## src/rtl/encoder_position_speed_tracker_assert.svh

```systemverilog
// assertion macros for the encoder position and speed tracker
`ifndef ENCODER_POSITION_SPEED_TRACKER_ASSERT_SVH
`define ENCODER_POSITION_SPEED_TRACKER_ASSERT_SVH

// same-cycle implication
`define EPT_ASSERT_NOW(lbl, ante, cons, msg) \
  lbl: assert property (@(posedge clk) disable iff (rst) (ante) |-> (cons)) \
    else $error(msg);

// next-cycle implication
`define EPT_ASSERT_NEXT(lbl, ante, cons, msg) \
  lbl: assert property (@(posedge clk) disable iff (rst) (ante) |=> (cons)) \
    else $error(msg);

`endif

```

## src/rtl/ept_pkg.sv

```systemverilog
// types, constants and codes shared by the encoder tracker modules
`default_nettype none
package ept_pkg;

  localparam int COUNTER_WIDTH = 16;
  localparam int IN_CNT_W      = 16;
  localparam int TIME_W        = 32;
  localparam int CPR_W         = 16;
  localparam int INTV_W        = 16;
  localparam int TOTAL_W       = 32;
  localparam int ANGLE_W       = 9;
  localparam int RPM_W         = 32;
  localparam int MS_W          = 16;
  localparam int DEG_PER_REV   = 360;
  localparam int MS_PER_MIN    = 60000;

  localparam int DIV_W     = TIME_W + CPR_W;
  localparam int STEP_W    = $clog2(DIV_W + 1);
  localparam int REV_STEPS = TOTAL_W;
  localparam int ANG_STEPS = CPR_W + ANGLE_W;
  localparam int RPM_STEPS = DIV_W;

  localparam int IN_DATA_W     = ((IN_CNT_W + TIME_W + 7) / 8) * 8;
  localparam int OUT_FIELDS_W  = TOTAL_W + TOTAL_W + ANGLE_W + RPM_W;
  localparam int OUT_DATA_W    = ((OUT_FIELDS_W + 7) / 8) * 8;
  localparam int CFG_IDX_W     = 8;
  localparam int CFG_DATA_W    = 16;

  localparam logic [CPR_W-1:0]  CPR_RESET  = CPR_W'(1200);
  localparam logic [INTV_W-1:0] INTV_RESET = INTV_W'(100);

  localparam logic [CFG_IDX_W-1:0] REG_COUNTS_PER_REV = CFG_IDX_W'(0);
  localparam logic [CFG_IDX_W-1:0] REG_REPORT_INTERVAL = CFG_IDX_W'(1);

  localparam logic [DIV_W-1:0] RPM_POS_LIM = (DIV_W'(1) << (RPM_W - 1)) - DIV_W'(1);
  localparam logic [DIV_W-1:0] RPM_NEG_LIM = DIV_W'(1) << (RPM_W - 1);

  typedef enum logic [3:0] {
    ST_IDLE,
    ST_CHECK,
    ST_MUL,
    ST_REV_GO,
    ST_REV_WAIT,
    ST_ANG_GO,
    ST_ANG_WAIT,
    ST_RPM_GO,
    ST_RPM_WAIT,
    ST_FINISH
  } state_t;

  typedef enum logic [1:0] {
    DIV_REV,
    DIV_ANG,
    DIV_RPM
  } div_op_t;

  typedef struct packed {
    logic    capture;
    logic    prime;
    logic    commit;
    logic    load_prod;
    logic    div_start;
    div_op_t div_op;
    logic    save_rev;
    logic    save_ang;
    logic    save_rpm;
    logic    out_load;
  } ctrl_cmd_t;

  typedef struct packed {
    logic primed;
    logic due;
    logic cpr_zero;
    logic div_done;
    logic out_free;
  } dp_status_t;

  typedef struct packed {
    logic              start;
    logic [DIV_W-1:0]  num;
    logic [DIV_W-1:0]  den;
    logic [STEP_W-1:0] steps;
  } div_req_t;

  typedef struct packed {
    logic             busy;
    logic             done;
    logic [DIV_W-1:0] quot;
    logic [DIV_W-1:0] rem;
  } div_rsp_t;

endpackage
`default_nettype wire

```

## src/rtl/ept_div.sv

```systemverilog
// shared restoring divider, one quotient bit per cycle
`default_nettype none
`include "encoder_position_speed_tracker_assert.svh"
module ept_div
  import ept_pkg::*;
(
  input  wire logic     clk,
  input  wire logic     rst,
  input  wire div_req_t req,
  output div_rsp_t      rsp
);

  logic              busy;
  logic              done;
  logic [STEP_W-1:0] count;
  logic [DIV_W-1:0]  rem;
  logic [DIV_W-1:0]  quo;
  logic [DIV_W-1:0]  dvs;
  logic [DIV_W+1:0]  trial;
  logic              borrow;

  assign trial  = {1'b0, rem, quo[DIV_W-1]} - {2'b00, dvs};
  assign borrow = trial[DIV_W+1];

  always_ff @(posedge clk) begin
    if (rst) begin
      busy  <= 1'b0;
      done  <= 1'b0;
      count <= '0;
    end else begin
      done <= 1'b0;
      if (req.start) begin
        busy  <= 1'b1;
        count <= req.steps;
      end else if (busy) begin
        count <= count - STEP_W'(1);
        if (count == STEP_W'(1)) begin
          busy <= 1'b0;
          done <= 1'b1;
        end
      end
    end
  end

  always_ff @(posedge clk) begin
    if (req.start) begin
      rem <= '0;
      quo <= req.num;
      dvs <= req.den;
    end else if (busy) begin
      if (borrow) begin
        rem <= {rem[DIV_W-2:0], quo[DIV_W-1]};
        quo <= {quo[DIV_W-2:0], 1'b0};
      end else begin
        rem <= trial[DIV_W-1:0];
        quo <= {quo[DIV_W-2:0], 1'b1};
      end
    end
  end

  assign rsp.busy = busy;
  assign rsp.done = done;
  assign rsp.quot = quo;
  assign rsp.rem  = rem;

  `EPT_ASSERT_NOW(a_start_idle, req.start, !busy, "divider started while busy")
  `EPT_ASSERT_NOW(a_rem_below, busy, rem < dvs, "partial remainder not below divisor")
  `EPT_ASSERT_NOW(a_done_idle, done, !busy, "done raised while still busy")
  `EPT_ASSERT_NEXT(a_done_pulse, done, !done, "done held for more than one cycle")

endmodule
`default_nettype wire

```

## src/rtl/ept_datapath.sv

```systemverilog
// tracker datapath: config, baselines, total, products, divider and output register
`default_nettype none
module ept_datapath
  import ept_pkg::*;
(
  input  wire logic                  clk,
  input  wire logic                  rst,
  input  wire logic [IN_DATA_W-1:0]  s_tdata,
  input  wire logic                  cfg_valid,
  input  wire logic [CFG_IDX_W-1:0]  cfg_index,
  input  wire logic [CFG_DATA_W-1:0] cfg_data,
  input  wire ctrl_cmd_t             cmd,
  output dp_status_t                 status,
  output logic                       m_tvalid,
  input  wire logic                  m_tready,
  output logic [OUT_DATA_W-1:0]      m_tdata
);

  logic [CPR_W-1:0]         cpr;
  logic [INTV_W-1:0]        intv;
  logic                     primed;
  logic [COUNTER_WIDTH-1:0] base_cnt;
  logic [TIME_W-1:0]        base_time;
  logic [TOTAL_W-1:0]       total;
  logic [COUNTER_WIDTH-1:0] in_cnt;
  logic [TIME_W-1:0]        in_time;
  logic [COUNTER_WIDTH-1:0] diff;
  logic [TIME_W-1:0]        elapsed;
  logic                     neg_tot;
  logic                     diff_neg;
  logic [TOTAL_W-1:0]       mag;
  logic [DIV_W-1:0]         num_rpm;
  logic [DIV_W-1:0]         den_rpm;
  logic [TOTAL_W-1:0]       rev;
  logic [ANGLE_W-1:0]       ang;
  logic [RPM_W-1:0]         rpm;
  logic                     out_full;
  logic [TOTAL_W-1:0]       o_total;
  logic [TOTAL_W-1:0]       o_rev;
  logic [ANGLE_W-1:0]       o_ang;
  logic [RPM_W-1:0]         o_rpm;

  logic signed [IN_CNT_W-1:0]      raw_cnt;
  logic signed [COUNTER_WIDTH-1:0] diff_c;
  logic [TIME_W-1:0]               elapsed_c;
  logic [INTV_W-1:0]               intv_eff;
  logic [COUNTER_WIDTH-1:0]        dmag_c;
  logic [COUNTER_WIDTH+MS_W-1:0]   rpm_prod_c;
  logic [DIV_W-1:0]                den_prod_c;
  logic [ANG_STEPS-1:0]            ang_prod_c;
  logic [TOTAL_W-1:0]              q_lo;
  div_req_t                        dreq;
  div_rsp_t                        drsp;

  assign raw_cnt    = s_tdata[IN_CNT_W-1:0];
  assign diff_c     = in_cnt - base_cnt;
  assign elapsed_c  = in_time - base_time;
  assign intv_eff   = (intv == '0) ? INTV_W'(1) : intv;
  assign dmag_c     = diff[COUNTER_WIDTH-1] ? (~diff + COUNTER_WIDTH'(1)) : diff;
  assign rpm_prod_c = dmag_c * MS_W'(MS_PER_MIN);
  assign den_prod_c = cpr * elapsed;
  assign ang_prod_c = drsp.rem[CPR_W-1:0] * ANGLE_W'(DEG_PER_REV);
  assign q_lo       = drsp.quot[TOTAL_W-1:0];

  // config registers
  always_ff @(posedge clk) begin
    if (rst) begin
      cpr  <= CPR_RESET;
      intv <= INTV_RESET;
    end else if (cfg_valid) begin
      case (cfg_index)
        REG_COUNTS_PER_REV:  cpr  <= cfg_data[CPR_W-1:0];
        REG_REPORT_INTERVAL: intv <= cfg_data[INTV_W-1:0];
        default: ;
      endcase
    end
  end

  // tracking state
  always_ff @(posedge clk) begin
    if (rst) begin
      primed    <= 1'b0;
      base_cnt  <= '0;
      base_time <= '0;
      total     <= '0;
    end else if (cmd.prime) begin
      primed    <= 1'b1;
      base_cnt  <= in_cnt;
      base_time <= in_time;
    end else if (cmd.commit) begin
      base_cnt  <= in_cnt;
      base_time <= in_time;
      total     <= total + TOTAL_W'(diff_c);
    end
  end

  // working registers
  always_ff @(posedge clk) begin
    if (cmd.capture) begin
      in_cnt  <= COUNTER_WIDTH'(raw_cnt);
      in_time <= s_tdata[IN_CNT_W +: TIME_W];
    end
    if (cmd.commit) begin
      diff    <= diff_c;
      elapsed <= elapsed_c;
    end
    if (cmd.load_prod) begin
      neg_tot  <= total[TOTAL_W-1];
      mag      <= total[TOTAL_W-1] ? (~total + TOTAL_W'(1)) : total;
      diff_neg <= diff[COUNTER_WIDTH-1];
      num_rpm  <= DIV_W'(rpm_prod_c);
      den_rpm  <= den_prod_c;
    end
    if (cmd.save_rev) begin
      rev <= neg_tot ? (~q_lo + TOTAL_W'(1)) : q_lo;
    end
    if (cmd.save_ang) begin
      ang <= drsp.quot[ANGLE_W-1:0];
    end
    if (cmd.save_rpm) begin
      if (!diff_neg) begin
        rpm <= (drsp.quot > RPM_POS_LIM) ? RPM_POS_LIM[RPM_W-1:0] : drsp.quot[RPM_W-1:0];
      end else if (drsp.quot > RPM_NEG_LIM) begin
        rpm <= RPM_NEG_LIM[RPM_W-1:0];
      end else begin
        rpm <= ~drsp.quot[RPM_W-1:0] + RPM_W'(1);
      end
    end
  end

  // divider request
  always_comb begin
    dreq.start = cmd.div_start;
    case (cmd.div_op)
      DIV_ANG: begin
        dreq.num   = DIV_W'(ang_prod_c) << (DIV_W - ANG_STEPS);
        dreq.den   = DIV_W'(cpr);
        dreq.steps = STEP_W'(ANG_STEPS);
      end
      DIV_RPM: begin
        dreq.num   = num_rpm;
        dreq.den   = den_rpm;
        dreq.steps = STEP_W'(RPM_STEPS);
      end
      default: begin
        dreq.num   = DIV_W'(mag) << (DIV_W - TOTAL_W);
        dreq.den   = DIV_W'(cpr);
        dreq.steps = STEP_W'(REV_STEPS);
      end
    endcase
  end

  ept_div u_div (
    .clk (clk),
    .rst (rst),
    .req (dreq),
    .rsp (drsp)
  );

  // output register
  always_ff @(posedge clk) begin
    if (rst) begin
      out_full <= 1'b0;
    end else if (cmd.out_load) begin
      out_full <= 1'b1;
    end else if (m_tready) begin
      out_full <= 1'b0;
    end
  end

  always_ff @(posedge clk) begin
    if (cmd.out_load) begin
      o_total <= total;
      o_rev   <= (cpr == '0) ? '0 : rev;
      o_ang   <= (cpr == '0) ? '0 : ang;
      o_rpm   <= (cpr == '0) ? '0 : rpm;
    end
  end

  assign m_tvalid = out_full;
  assign m_tdata  = {{(OUT_DATA_W - OUT_FIELDS_W){1'b0}}, o_rpm, o_ang, o_rev, o_total};

  assign status.primed   = primed;
  assign status.due      = elapsed_c >= TIME_W'(intv_eff);
  assign status.cpr_zero = (cpr == '0);
  assign status.div_done = drsp.done;
  assign status.out_free = !out_full || m_tready;

endmodule
`default_nettype wire

```

## src/rtl/ept_ctrl.sv

```systemverilog
// tracker controller: sequences capture, update, divisions and result load
`default_nettype none
module ept_ctrl
  import ept_pkg::*;
(
  input  wire logic       clk,
  input  wire logic       rst,
  input  wire logic       s_tvalid,
  output logic            s_tready,
  input  wire dp_status_t status,
  output ctrl_cmd_t       cmd
);

  state_t state;
  state_t state_next;

  always_ff @(posedge clk) begin
    if (rst) begin
      state <= ST_IDLE;
    end else begin
      state <= state_next;
    end
  end

  always_comb begin
    state_next = state;
    cmd        = '0;
    cmd.div_op = DIV_REV;
    s_tready   = 1'b0;
    case (state)
      ST_IDLE: begin
        s_tready    = 1'b1;
        cmd.capture = s_tvalid;
        if (s_tvalid) state_next = ST_CHECK;
      end
      ST_CHECK: begin
        if (!status.primed) begin
          cmd.prime  = 1'b1;
          state_next = ST_IDLE;
        end else if (!status.due) begin
          state_next = ST_IDLE;
        end else begin
          cmd.commit = 1'b1;
          state_next = ST_MUL;
        end
      end
      ST_MUL: begin
        cmd.load_prod = 1'b1;
        state_next    = status.cpr_zero ? ST_FINISH : ST_REV_GO;
      end
      ST_REV_GO: begin
        cmd.div_start = 1'b1;
        cmd.div_op    = DIV_REV;
        state_next    = ST_REV_WAIT;
      end
      ST_REV_WAIT: begin
        if (status.div_done) begin
          cmd.save_rev = 1'b1;
          state_next   = ST_ANG_GO;
        end
      end
      ST_ANG_GO: begin
        cmd.div_start = 1'b1;
        cmd.div_op    = DIV_ANG;
        state_next    = ST_ANG_WAIT;
      end
      ST_ANG_WAIT: begin
        if (status.div_done) begin
          cmd.save_ang = 1'b1;
          state_next   = ST_RPM_GO;
        end
      end
      ST_RPM_GO: begin
        cmd.div_start = 1'b1;
        cmd.div_op    = DIV_RPM;
        state_next    = ST_RPM_WAIT;
      end
      ST_RPM_WAIT: begin
        if (status.div_done) begin
          cmd.save_rpm = 1'b1;
          state_next   = ST_FINISH;
        end
      end
      ST_FINISH: begin
        if (status.out_free) begin
          cmd.out_load = 1'b1;
          state_next   = ST_IDLE;
        end
      end
      default: begin
        state_next = ST_IDLE;
      end
    endcase
  end

endmodule
`default_nettype wire

```

## src/rtl/encoder_position_speed_tracker.sv

```systemverilog
// top level of the encoder position and speed tracker
// a reporting request runs the revolution, angle and speed divisions in turn on the shared
// divider, one bit per cycle (32, 25 and 48 steps); the next request waits for the result load
// counts_per_rev zero skips the divisions; a first or early sample returns to idle, no result
// a held result stalls the input only once the next result is also ready
// synchronous reset restores counts_per_rev 1200 and interval 100 ms and clears the baselines
`default_nettype none
module encoder_position_speed_tracker
  import ept_pkg::*;
(
  input  wire logic                  clk,
  input  wire logic                  rst,
  input  wire logic                  s_tvalid,
  output logic                       s_tready,
  input  wire logic [IN_DATA_W-1:0]  s_tdata,  // counter_value, time_ms
  output logic                       m_tvalid,
  input  wire logic                  m_tready,
  output logic [OUT_DATA_W-1:0]      m_tdata,  // position, revolutions, angle_deg, speed_rpm
  input  wire logic                  cfg_valid,
  output logic                       cfg_ready,
  input  wire logic [CFG_IDX_W-1:0]  cfg_index,
  input  wire logic [CFG_DATA_W-1:0] cfg_data
);

  ctrl_cmd_t  cmd;
  dp_status_t status;

  assign cfg_ready = 1'b1;

  ept_ctrl u_ctrl (
    .clk      (clk),
    .rst      (rst),
    .s_tvalid (s_tvalid),
    .s_tready (s_tready),
    .status   (status),
    .cmd      (cmd)
  );

  ept_datapath u_dp (
    .clk       (clk),
    .rst       (rst),
    .s_tdata   (s_tdata),
    .cfg_valid (cfg_valid),
    .cfg_index (cfg_index),
    .cfg_data  (cfg_data),
    .cmd       (cmd),
    .status    (status),
    .m_tvalid  (m_tvalid),
    .m_tready  (m_tready),
    .m_tdata   (m_tdata)
  );

endmodule
`default_nettype wire
```

## config.mk

```make
export PLATFORM = sky130hd
export DESIGN_NAME = encoder_position_speed_tracker
export DESIGN_NICKNAME = d
export VERILOG_FILES = /design/src/rtl/ept_pkg.sv /design/src/rtl/ept_div.sv /design/src/rtl/ept_datapath.sv /design/src/rtl/ept_ctrl.sv /design/src/rtl/encoder_position_speed_tracker.sv
export VERILOG_INCLUDE_DIRS = /design/src /design/src/rtl
export SDC_FILE = /design/constraint.sdc
export NUM_CORES = 2
export LEC_CHECK = 0
export BUFFER_PORTS_ARGS = -buffer_cell sky130_fd_sc_hd__buf_4
export CAP_MARGIN = 0
export CORE_AREA = 5 5 373 375
export DETAILED_ROUTE_END_ITERATION = 16
export DIE_AREA = 0 0 378 380
export PLACE_DENSITY = 0.64
export SKIP_CTS_REPAIR_TIMING = 1
export SYNTH_ARGS = -nofsm -noshare
export SYNTH_HDL_FRONTEND = slang
export SYNTH_SLANG_ARGS = --single-unit
```

## constraint.sdc

```tcl
create_clock -name clk -period 19.15 [get_ports clk]
set_input_delay 3.83 -clock clk [delete_from_list [all_inputs] [get_ports clk]]
set_output_delay 3.83 -clock clk [all_outputs]
set_load 0.05 [all_outputs]
```

==> results.yml <==
yosys:
  synth_top_family_by_area: "adder cells"
  yosys.area_share.simple_pct: 14.84
  synth_edf_count: 479
  synth_ff_type: "edfxtp_1"
  synth_compound_area_share_pct: 10.23
  synth_xor_area_share_pct: 4.155
  synth_area_um2: 53750
  synthCells: 5372
  muxShareOfSynthArea_pct: 2.165
  ys_seq_elements: 653
  ys_async_sr_fraction_pct: 0
  yosysUniqueCellTypes: 94
  avgSynthCellArea_um2: 10.00
  yosysWarnings: 0
  yosysSeqAreaShare_pct: 33.24
  synth_fa_ha_area_share_pct: 27.99
pwr:
  p_total_w: 0.006175
  leakage_nw: 25.99
  vdd_drop_max_mv: 0.1612
  powerDensity_nw_per_um2: 103.5
global_route:
  top_usage_layer: "met2"
  grt_max_degree: 112
  use_met1_pct: 25.71
  gr-total-overflow: 0
  gr-usage-met2_pct: 29.06
  use_met3_pct: 3.194
  grt.total_usage_pct: 18.25
  grt_pass1_vias: 37690
  antenna_found_initial: 3
  grt_pass1_wl_um: 210100
sta:
  final.setup.tns_ps: 0
  finalMaxSlewViolations: 0
  fin_crit_ps: 7730
  setup_ws_ps: 11420
  max_slew_margin_pct: 18.56
  holdWs_ps: 472.2
  finalHoldViolCount: 0
  final.period_utilization_pct: 40.36
  max_freq_ghz: 0.1294
  rsz0062_at_grt: "no"
  tightest_slew_ps: 1222
  setup_viol: 0
  skew_ps: 68.53
clock_tree:
  clockRootBuffer: "clkbuf_16"
  cts-htree-levels: 3
  cts.sinks: 653
  clk_pin_slew_ps: 70
  cts_buffers: 79
  insertion_delay_ps: 710
  clock_path_buffers: 3
  cts_tree: "built"
layout:
  layout_common_cells: "792 x inv_1, 510 x nand2_1, 509 x fa_1"
  nets: 6427
  multi_input_area_um2: 32010
  syn2layout_area_growth_pct: 11.03
  seq_area_um2: 17870
  final_common_cell: "inv_1"
  drive_gt1_share_pct: 7.828
  fill_cells: 12670
routing:
  drt-total-wl_um: 131600
  detail-route-antenna-nets: 0
  num_vias: 37670
  wl_per_cell_um: 18.02
  viasPerCell: 5.160
  drc: 0
  firstDrtPassIters: 6
  dr.first_iter.drc_count: 2814
floorplan:
  ioPinCount: 192
  coreArea_um2: 135000
  start_util_pct: 39.82
  fp.dieH_um: 380
  die_width_um: 378
  die-area_um2: 143600
  placementRows: 135
status:
  status: "complete, no violations"
min_path:
  hold_path.class: "reg2reg"
critical_path:
  critPathLaunchType: "flip-flop"
  required_ps: 19600
  crit_type: "reg2reg"
  crit_fanout: 20
  critPathArrivalTime_ps: 8180
  endpoint_kind: "flip-flop"
placement:
  gp_congestion: 0.8645
  io_buffers: 183
  dpl.hpwl_um: 99130
  pre_cts_slack_ps: 11380
job:
  max_cap_violations: 0
-- cell families after synthesis --
family                     Yosys count
DFF                                653
AOI/OAI and AO/OA                  815
other                                2
muxes                              116
buffers and inverters             1033
xor gates and xnor gates           255
adders and majority gates          897
and+or+nand+nor                   1601
-- metrics by stage --
step | utilization, % | area [um2] | cells
final | 44.22 | 59670 | 7301
after global routing | 44.21 | 59670 | 7300
after CTS | 44.21 | 59670 | 7300
after detailed placement | 42.11 | 56840 | 7153
after global placement | 42.11 | 56840 | 7153
after floorplan | - | 53770 | 5378
-- report_power, final --
part,switching [W],internal [W],leakage (nW)
registers,0.0000986,0.00164,5.75
clock network,0.000662,0.000938,1.36
logic,0.00162,0.00121,18.9
-- area by class of cell --
cell class              instances  share of cell area (%)
well taps                    1781                   3.734
flip-flops and latches        653                   29.95
multi-input cells            3692                   53.64
clock inverters                55                   1.254
clock buffers                  92                   3.497
inverters                     795                   5.005
diodes                          1                0.004193
repair buffers                232                   2.919
-- path summary, 6_finish.rpt --
path	startpoint	to	slack, ps	depth (start not counted)
min	u_dp.base_cnt[14]$_SDFFE_PP0P_	u_dp.base_cnt[14]$_SDFFE_PP0P_	470	2
min reg2reg	u_dp.base_cnt[14]$_SDFFE_PP0P_	u_dp.base_cnt[14]$_SDFFE_PP0P_	470	2
max	u_dp.cpr[3]$_SDFFE_PP0P_	u_dp.den_rpm[47]$_DFFE_PP_	11420	24
max reg2reg	u_dp.cpr[3]$_SDFFE_PP0P_	u_dp.den_rpm[47]$_DFFE_PP_	11420	24
-- routing by layer --
layer  vias to the layer above  part of all wire, %  wire length [um]
li1                      17980                    -                 -
met1                     18470                   46             60370
met2                      1040                   45             59700
met3                       187                  6.1              7994
met4                         0                  2.7              3493
met5                         -                    0                 0
-- Yosys cell counts (11+ instances only) --
master | instances | area, um2
nand4_1 | 21 | 131.4
a22o_1 | 17 | 148.9
or2_2 | 18 | 112.6
o21a_1 | 33 | 247.7
a21oi_1 | 202 | 1011
o311ai_1 | 21 | 183.9
a221oi_1 | 20 | 175.2
nand2_1 | 510 | 1914
a211oi_1 | 59 | 442.9
o211ai_1 | 20 | 150.1
xor2_1 | 62 | 543.0
mux2i_1 | 114 | 1141
nand3_1 | 65 | 325.3
o31ai_1 | 28 | 210.2
o21bai_1 | 26 | 195.2
ha_1 | 388 | 4855
clkbuf_1 | 207 | 777.0
o21ai_0 | 146 | 730.7
or4_1 | 11 | 82.58
a211o_1 | 15 | 131.4
a21o_1 | 101 | 758.2
xnor2_1 | 193 | 1690
fa_1 | 509 | 10190
and2_1 | 340 | 2127
or3_1 | 41 | 256.5
nor2_1 | 285 | 1070
dfxtp_1 | 174 | 3483
inv_1 | 793 | 2977
edfxtp_1 | 479 | 14380
nand2b_1 | 140 | 875.8
nor2b_1 | 26 | 162.7
a31oi_1 | 24 | 150.1
nor3_1 | 63 | 315.3
nor4_1 | 19 | 118.9
and3_1 | 22 | 137.6
-- sequential cells by signal, summed over array words and instances, names as in the netlist, 32 cells and up --
name,count
u_dp.den_rpm,48
u_dp.u_div.dvs,48
u_dp.u_div.quo,48
u_dp.u_div.rem,48
u_dp.base_time,32
u_dp.elapsed,32
u_dp.in_time,32
u_dp.mag,32
u_dp.o_rev,32
u_dp.o_rpm,32
u_dp.o_total,32
u_dp.rev,32
u_dp.rpm,32
u_dp.total,32
-- worst max-delay path, cell delays in order, from the launching register on --
cell,delay (ps)
dfxtp_1,710
buf_4,400
nand2_1,130
fa_1,580
fa_1,440
fa_1,490
fa_1,490
inv_1,50
fa_1,530
inv_1,60
fa_1,540
inv_1,40
ha_1,350
and4_1,240
o211ai_1,110
a21oi_1,270
o211ai_1,200
a31o_2,290
o21ai_0,390
a221oi_1,230
o311ai_0,380
o211ai_1,190
o21bai_1,170
a21oi_1,100
xnor2_1,130
No activity file was read; power rests on OpenSTA's default activity.
